==> src/sv/ie_srch_pkg.sv <==
// ----------------------------------------------------------------------------
// ie_srch_pkg
// Shared types and constants for the IE list search block.
// ----------------------------------------------------------------------------
package ie_srch_pkg;

  // list size limit and the position counter that must hold it
  localparam int MAX_LIST_BYTES = 2048;
  localparam int POS_W          = $clog2(MAX_LIST_BYTES + 1);

  localparam int LEN_W    = 11;
  localparam int KIND_W   = 2;
  localparam int ID_W     = 8;
  localparam int STAT_W   = 2;
  localparam int CFG_IDX_W = 1;
  localparam int CFG_DAT_W = 8;

  // search kinds
  localparam logic [KIND_W-1:0] KIND_HEADER  = 2'd0;
  localparam logic [KIND_W-1:0] KIND_PAYLOAD = 2'd1;
  localparam logic [KIND_W-1:0] KIND_NSHORT  = 2'd2;
  localparam logic [KIND_W-1:0] KIND_NLONG   = 2'd3;

  // result status codes
  localparam logic [STAT_W-1:0] ST_FOUND     = 2'd0;
  localparam logic [STAT_W-1:0] ST_INVALID   = 2'd1;
  localparam logic [STAT_W-1:0] ST_NOT_FOUND = 2'd2;

  // configuration register indexes
  localparam logic [CFG_IDX_W-1:0] REG_SEARCH_KIND = 1'd0;
  localparam logic [CFG_IDX_W-1:0] REG_TARGET_ID   = 1'd1;

  // decoded header, from the decoder to the parser
  typedef struct packed {
    logic             type_err;
    logic             match;
    logic [LEN_W-1:0] len;
  } hdr_info_t;

endpackage

==> src/sv/ie_srch_hdr_dec.sv <==
// ----------------------------------------------------------------------------
// ie_srch_hdr_dec
// Decodes a 16-bit IE header at the layout of the selected search kind.
// ----------------------------------------------------------------------------
module ie_srch_hdr_dec (
  input  logic [15:0]                      hdr,
  input  logic [ie_srch_pkg::KIND_W-1:0]   kind,
  input  logic [ie_srch_pkg::ID_W-1:0]     target_id,
  output ie_srch_pkg::hdr_info_t           info
);
  import ie_srch_pkg::*;

  logic            type_bit;
  logic [ID_W-1:0] id;
  logic            form_ok;

  assign type_bit = hdr[15];

  always_comb begin
    info.type_err = 1'b0;
    form_ok       = 1'b1;
    case (kind)
      KIND_HEADER: begin
        info.type_err = type_bit;
        info.len      = {4'd0, hdr[6:0]};
        id            = hdr[14:7];
      end
      KIND_PAYLOAD: begin
        info.type_err = !type_bit;
        info.len      = hdr[10:0];
        id            = {4'd0, hdr[14:11]};
      end
      default: begin
        // nested: the header itself says short or long form
        if (type_bit) begin
          info.len = hdr[10:0];
          id       = {4'd0, hdr[14:11]};
        end else begin
          info.len = {3'd0, hdr[7:0]};
          id       = {1'b0, hdr[14:8]};
        end
        form_ok = (type_bit == (kind == KIND_NLONG));
      end
    endcase
    info.match = form_ok && (id == target_id);
  end

endmodule

==> src/sv/ieee802154_ie_list_search.sv <==
// ----------------------------------------------------------------------------
// ieee802154_ie_list_search
// Byte-stream search of an IEEE 802.15.4 information-element list.
// ----------------------------------------------------------------------------
// Takes one list byte per cycle. Each byte is parsed in the cycle of its
// transfer and any result it causes appears in the output register on the
// next cycle, so the sustained rate is one byte per clock; in_ready drops only
// while a result sits in the output register and out_ready is low. A list
// gives at most one result: found with content offset and length, invalid, or
// not found; bytes after the result are dropped up to the last-byte flag.
// Configuration writes are taken every cycle and apply from the next header.
// ----------------------------------------------------------------------------
module ieee802154_ie_list_search (
  input  logic                                clk,
  input  logic                                rst_n,
  input  logic                                cfg_valid,
  output logic                                cfg_ready,
  input  logic [ie_srch_pkg::CFG_IDX_W-1:0]   cfg_index,
  input  logic [ie_srch_pkg::CFG_DAT_W-1:0]   cfg_wdata,
  input  logic                                in_valid,
  output logic                                in_ready,
  input  logic [7:0]                          in_data_byte,
  input  logic                                in_last_byte,
  output logic                                out_valid,
  input  logic                                out_ready,
  output logic [ie_srch_pkg::STAT_W-1:0]      out_search_status,
  output logic [ie_srch_pkg::LEN_W-1:0]       out_content_offset,
  output logic [ie_srch_pkg::LEN_W-1:0]       out_content_length
);
  import ie_srch_pkg::*;

  localparam logic [2:0] PH_HDR_LO  = 3'd0;
  localparam logic [2:0] PH_HDR_HI  = 3'd1;
  localparam logic [2:0] PH_SKIP    = 3'd2;
  localparam logic [2:0] PH_CONTENT = 3'd3;
  localparam logic [2:0] PH_DONE    = 3'd4;

  logic [KIND_W-1:0] search_kind_r;
  logic [ID_W-1:0]   target_id_r;

  logic [2:0]       phase_r, phase_nxt;
  logic [7:0]       hdr_lo_r, hdr_lo_nxt;
  logic [LEN_W-1:0] left_r, left_nxt;
  logic [POS_W-1:0] pos_r, pos_nxt;
  logic [LEN_W-1:0] moff_r, moff_nxt;
  logic [LEN_W-1:0] mlen_r, mlen_nxt;

  logic              out_valid_r;
  logic [STAT_W-1:0] out_stat_r;
  logic [LEN_W-1:0]  out_off_r;
  logic [LEN_W-1:0]  out_len_r;

  logic              in_xfer;
  logic              emit;
  logic [STAT_W-1:0] emit_stat;
  logic [LEN_W-1:0]  emit_off;
  logic [LEN_W-1:0]  emit_len;
  logic [POS_W-1:0]  pos_inc;
  logic [LEN_W-1:0]  left_dec;
  hdr_info_t         hinfo;

  assign cfg_ready = 1'b1;
  assign in_ready  = !out_valid_r || out_ready;
  assign in_xfer   = in_valid && in_ready;
  assign pos_inc   = pos_r + POS_W'(1);
  assign left_dec  = left_r - LEN_W'(1);

  ie_srch_hdr_dec u_hdr_dec (
    .hdr       ({in_data_byte, hdr_lo_r}),
    .kind      (search_kind_r),
    .target_id (target_id_r),
    .info      (hinfo)
  );

  always_ff @(posedge clk) begin
    if (!rst_n) begin
      search_kind_r <= KIND_HEADER;
      target_id_r   <= '0;
    end else if (cfg_valid && cfg_ready) begin
      case (cfg_index)
        REG_SEARCH_KIND: search_kind_r <= cfg_wdata[KIND_W-1:0];
        REG_TARGET_ID:   target_id_r   <= cfg_wdata;
        default: ;
      endcase
    end
  end

  always_comb begin
    phase_nxt  = phase_r;
    hdr_lo_nxt = hdr_lo_r;
    left_nxt   = left_r;
    pos_nxt    = pos_r;
    moff_nxt   = moff_r;
    mlen_nxt   = mlen_r;
    emit       = 1'b0;
    emit_stat  = ST_NOT_FOUND;

    if (phase_r == PH_DONE) begin
      // drop bytes until the end of the list
    end else if (pos_r >= POS_W'(MAX_LIST_BYTES)) begin
      emit      = 1'b1;
      emit_stat = ST_INVALID;
    end else begin
      pos_nxt = pos_inc;
      case (phase_r)
        PH_HDR_LO: begin
          hdr_lo_nxt = in_data_byte;
          phase_nxt  = PH_HDR_HI;
          if (in_last_byte) begin
            emit      = 1'b1;
            emit_stat = ST_INVALID;
          end
        end
        PH_HDR_HI: begin
          if (hinfo.type_err) begin
            emit      = 1'b1;
            emit_stat = ST_INVALID;
          end else if (hinfo.match) begin
            moff_nxt = LEN_W'(pos_inc);
            mlen_nxt = hinfo.len;
            if (hinfo.len == '0) begin
              emit      = 1'b1;
              emit_stat = ST_FOUND;
            end else begin
              left_nxt  = hinfo.len;
              phase_nxt = PH_CONTENT;
              if (in_last_byte) begin
                emit      = 1'b1;
                emit_stat = ST_INVALID;
              end
            end
          end else begin
            if (hinfo.len == '0) begin
              phase_nxt = PH_HDR_LO;
            end else begin
              left_nxt  = hinfo.len;
              phase_nxt = PH_SKIP;
            end
            if (in_last_byte) begin
              emit      = 1'b1;
              emit_stat = ST_NOT_FOUND;
            end
          end
        end
        PH_SKIP: begin
          left_nxt = left_dec;
          if (left_dec == '0) begin
            phase_nxt = PH_HDR_LO;
          end
          if (in_last_byte) begin
            emit      = 1'b1;
            emit_stat = ST_NOT_FOUND;
          end
        end
        PH_CONTENT: begin
          left_nxt = left_dec;
          if (left_dec == '0) begin
            emit      = 1'b1;
            emit_stat = ST_FOUND;
          end else if (in_last_byte) begin
            emit      = 1'b1;
            emit_stat = ST_INVALID;
          end
        end
        default: begin
          phase_nxt = PH_HDR_LO;
        end
      endcase
    end

    // result fields come from the match registers before any restart
    emit_off = (emit_stat == ST_FOUND) ? moff_nxt : '0;
    emit_len = (emit_stat == ST_FOUND) ? mlen_nxt : '0;

    if (emit) begin
      phase_nxt = PH_DONE;
    end
    if ((emit || phase_r == PH_DONE || phase_r > PH_DONE) &&
        (in_last_byte || phase_r > PH_DONE)) begin
      phase_nxt  = PH_HDR_LO;
      hdr_lo_nxt = '0;
      left_nxt   = '0;
      pos_nxt    = '0;
      moff_nxt   = '0;
      mlen_nxt   = '0;
    end
  end

  always_ff @(posedge clk) begin
    if (!rst_n) begin
      phase_r  <= PH_HDR_LO;
      hdr_lo_r <= '0;
      left_r   <= '0;
      pos_r    <= '0;
      moff_r   <= '0;
      mlen_r   <= '0;
    end else if (in_xfer) begin
      phase_r  <= phase_nxt;
      hdr_lo_r <= hdr_lo_nxt;
      left_r   <= left_nxt;
      pos_r    <= pos_nxt;
      moff_r   <= moff_nxt;
      mlen_r   <= mlen_nxt;
    end
  end

  always_ff @(posedge clk) begin
    if (!rst_n) begin
      out_valid_r <= 1'b0;
    end else if (in_xfer && emit) begin
      out_valid_r <= 1'b1;
    end else if (out_ready) begin
      out_valid_r <= 1'b0;
    end
  end

  always_ff @(posedge clk) begin
    if (in_xfer && emit) begin
      out_stat_r <= emit_stat;
      out_off_r  <= emit_off;
      out_len_r  <= emit_len;
    end
  end

  assign out_valid          = out_valid_r;
  assign out_search_status  = out_stat_r;
  assign out_content_offset = out_off_r;
  assign out_content_length = out_len_r;

endmodule

==> config.mk <==
export PLATFORM = sky130hd
export DESIGN_NAME = ieee802154_ie_list_search
export DESIGN_NICKNAME = d
export VERILOG_FILES = /design/src/sv/ie_srch_pkg.sv /design/src/sv/ie_srch_hdr_dec.sv /design/src/sv/ieee802154_ie_list_search.sv
export SDC_FILE = /design/constraint.sdc
export NUM_CORES = 1
export LEC_CHECK = 0
export BUFFER_PORTS_ARGS = -buffer_cell sky130_fd_sc_hd__buf_2
export CAP_MARGIN = 20
export CORE_UTILIZATION = 50
export CTS_CLUSTER_DIAMETER = 50
export DETAILED_ROUTE_END_ITERATION = 10
export PLACE_DENSITY = 0.69
export SYNTH_ARGS = -nofsm -noshare
export SYNTH_HDL_FRONTEND = slang
export SYNTH_HIERARCHICAL = 1
export SYNTH_SLANG_ARGS = --single-unit
==> constraint.sdc <==
create_clock -name clk -period 4.7 [get_ports clk]
set_input_delay 0.705 -clock clk [delete_from_list [all_inputs] [get_ports clk]]
set_output_delay 0.705 -clock clk [all_outputs]
set_load 0.02 [all_outputs]
==> run_results.csv <==
group,metric,value,unit
status,outcome,"completed",
synthesis,ys.flop_type,"dfxtp_1",
timing,slew_viol_final,0,
timing,worstMarginPinSlew,975,ps
job,maxCapViolations,0,
floorplan,rows,35,
worst_hold_path,hp-start,"target_id_r[6]$_SDFFE_PN0P_",
pwr,internal_power,1080,uW
critical_path,critPathSlowestCell,"a221oi_4",
floorplan,die_h,101,um
clock_network,cts_tree,"done",
critical_path,critPathLaunch,"left_r[0]$_SDFFE_PN0P_",
critical_path,cp.buffers_inverters,2,
grt,grt_pass1_vias,3672,
grt,grt_overflow,0,
critical_path,crit_arrival,3610,ps
synthesis,async_reset_ff_share,0,%
critical_path,start_kind,"flop",
clock_network,cts_setup_buffers,0,
grt,grt_pass1_wl,18.1,mm
synthesis,ys_seq_area_share,42.2,%
timing,maxSlewHeadroom,35.0,%
clock_network,cts_num_sinks,91,
floorplan,fp.dieW,101,um
detailed_routing,routed_wl,11.2,mm
synthesis,synth_edf_count,24,
detailed_routing,viasPerCell,5.81,
pwr,power_frac_seq,55.6,%
pwr,p_comb_share,12.9,%
clock_network,clock_path_buffers,2,
floorplan,design.die.area,10200,um2
pwr,swShare,28.8,%
floorplan,ioPinCount,50,
synthesis,synth_most_common_cell,"nor2_1",
synthesis,synth.area.top_cells,"dfxtp_1 (27%), edfxtp_1 (15%), nor2_1 (5.7%)",
synthesis,yosys.area.top_type,"dfxtp_1",
synthesis,yosysWarnings,6,
detailed_routing,drt_iter0_drc,364,
detailed_routing,wl_per_cell,15.5,um
placement,globalplace.congestion,0.893,
timing,skew,11.0,ps
clock_network,clkTransAtPathRegs,90,ps
detailed_routing,dr.pass1.iters,5,
finish,drive_gt1_share,14.1,%
clock_network,cts-root-buf,"clkbuf_8",
floorplan,core_area,9330,um2
pwr,ir_worst_vdd,0.000122,V
detailed_routing,vias,4174,
timing,setup_violations,0,
synthesis,synth_common_cells,"nor2_1 (74), nand2_1 (69), dfxtp_1 (67)",
timing,fin_hold_ws,473,ps
clock_network,post_cts_resized,0,
clock_network,clk_latency,350,ps
synthesis,ys_types,60,
critical_path,cp_cell_sequence,"inv_1 > ha_1 > or3b_1 > nor3b_1 > o211ai_2 > a221oi_4 > o21bai_1 > a21oi_2 > buf_4",
clock_network,cts_hold_repair.buffers,0,
timing,rsz0062_at_grt,"false",
synthesis,netlist_area,4880,um2
synthesis,synth_nets,597,
grt,antenna_found_initial,0,
finish,num_antenna_cells,0,
timing,min_period,3550,ps
detailed_routing,ant_nets,0,
worst_hold_path,holdCritPathClass,"flop to flop",
grt,grtUsageTotal,22.7,%
grt,grt_start_max_net_pins,56,
placement,io_buffers,48,
floorplan,start_util,52.3,%
critical_path,cp_top_family,"compound AO/OA/AOI/OAI gates",
timing,tns,0,ps
synthesis,ys_seq_elements,91,
critical_path,endpoint_kind,"flop",
synthesis,synth.avg_cell_area,8.56,um2
pwr,powerDensity,290,nW/um2
pwr,power.switching,438,uW
critical_path,reg2reg_from,"left_r[0]$_SDFFE_PN0P_",
critical_path,critPathKind,"flop to flop",
finish,fillers,861,
critical_path,required,4760,ps
finish,area_delta_synth_final,7.49,%
timing,fmax,282,MHz
synthesis,syn_inst,570,
timing,fin_crit_sh,75.6,%
critical_path,cp_max_fo,13,
finish,nets,612,
clock_network,htreeDepth,3,
pwr,cellLeakagePower,0.00192,uW
synthesis,synth_top_cell_area_share,27.5,%
placement,dp_hpwl,7.74,mm
timing,hold_viol,0,
pwr,clockPowerShare,31.5,%
critical_path,cpPeakStageDelay,530,ps
detailed_routing,route.detailed.drc,0,
clock_network,numCtsBuffers,9,
flip-flops by register name, summed over array words and instances, names as in the netlist:
signal / flops
hdr_lo_r: 8
left_r: 11
out_search_status: 2
moff_r: 11
out_content_offset: 11
out_valid: 1
mlen_r: 11
pos_r: 12
target_id_r: 8
search_kind_r: 2
out_content_length: 11
phase_r: 3
path summary, 6_finish.rpt:
kind	endpoint	slack [ps]	depth (start not counted)
worst max-delay path	out_content_offset[10]$_SDFFCE_PP0P_	1150	9
worst min-delay path	target_id_r[6]$_SDFFE_PN0P_	470	2
worst max register to register	out_content_offset[10]$_SDFFCE_PP0P_	1150	9
worst min register to register	target_id_r[6]$_SDFFE_PN0P_	470	2
cells by family (layout without fill, tap and decap cells):
logic type	count (synthesis)	after routing	share of synthesized area [%]
xor gates and xnor gates	21	21	3.77
and+or+nand+nor	238	238	24.7
AOI/OAI and AO/OA	142	142	19.2
DFF	91	91	42.2
muxes	16	16	3.28
adders and majority gates	4	4	1.03
buffers and inverters	57	77	5.67
other	1	1	0.0768
layout by cell type, fill, tap and decap left out, types with 7 or more instances in the layout:
master,count
a21oi_1,46
a22oi_1,35
a31oi_1,7
and3_1,9
buf_2,48
clkbuf_8,9
dfxtp_1,67
edfxtp_1,24
inv_1,9
mux2i_1,16
nand2_1,69
nand3_1,20
nor2_1,74
nor3_1,12
nor3b_1,7
o21ai_0,17
xnor2_1,12
xor2_1,9
tightest hold or removal path: cells and delay by family, from the launching register on:
family | cells | cell delay (ps)
AO/OA/AOI/OAI | 1 | 50
AND/OR/NAND/NOR | 1 | 50
flip-flops | 1 | 330
area by class of cell:
cell class / instances / area (um2) / share of cell area (%)
inverters: 11 / 41.3 / 0.787
clock inverters: 6 / 43.8 / 0.835
repair buffers: 50 / 255 / 4.87
multi-input cells: 422 / 2550 / 48.7
clock buffers: 10 / 128 / 2.43
flip-flops and latches: 91 / 2060 / 39.3
well taps: 129 / 161 / 3.08
per-layer routing:
layer	up-vias	track usage (%)	wire (um)	part of all wire (%)
li1	2049	-	-	-
met1	1954	32.8	5390	48
met2	159	34.7	4860	44
met3	12	4.23	781	7.0
met4	0	6.47	138	1.2
met5	-	0	0	0
through the flow:
step / total power [uW] / worst slack [ps] / std cells / area, um2 / utilization [%]
after floorplan: 1010 / 1020 / 570 / 4880 / -
after global placement: 1060 / 1180 / 703 / 5070 / 54.4
after detailed placement: 1060 / 1100 / 703 / 5070 / 54.4
after CTS: 1530 / 1150 / 719 / 5250 / 56.2
after global routing: 1580 / 890 / 719 / 5250 / 56.2
final: 1520 / 1150 / 719 / 5250 / 56.2
power groups by stage:
stage	Combinational, uW	Clock, uW	Sequential (uW)
after floorplan	140	0	872
after global placement	192	0	863
after detailed placement	196	0	864
after CTS	196	489	846
after global routing	216	518	850
final	197	479	846
(Power assumes the default switching activity.)
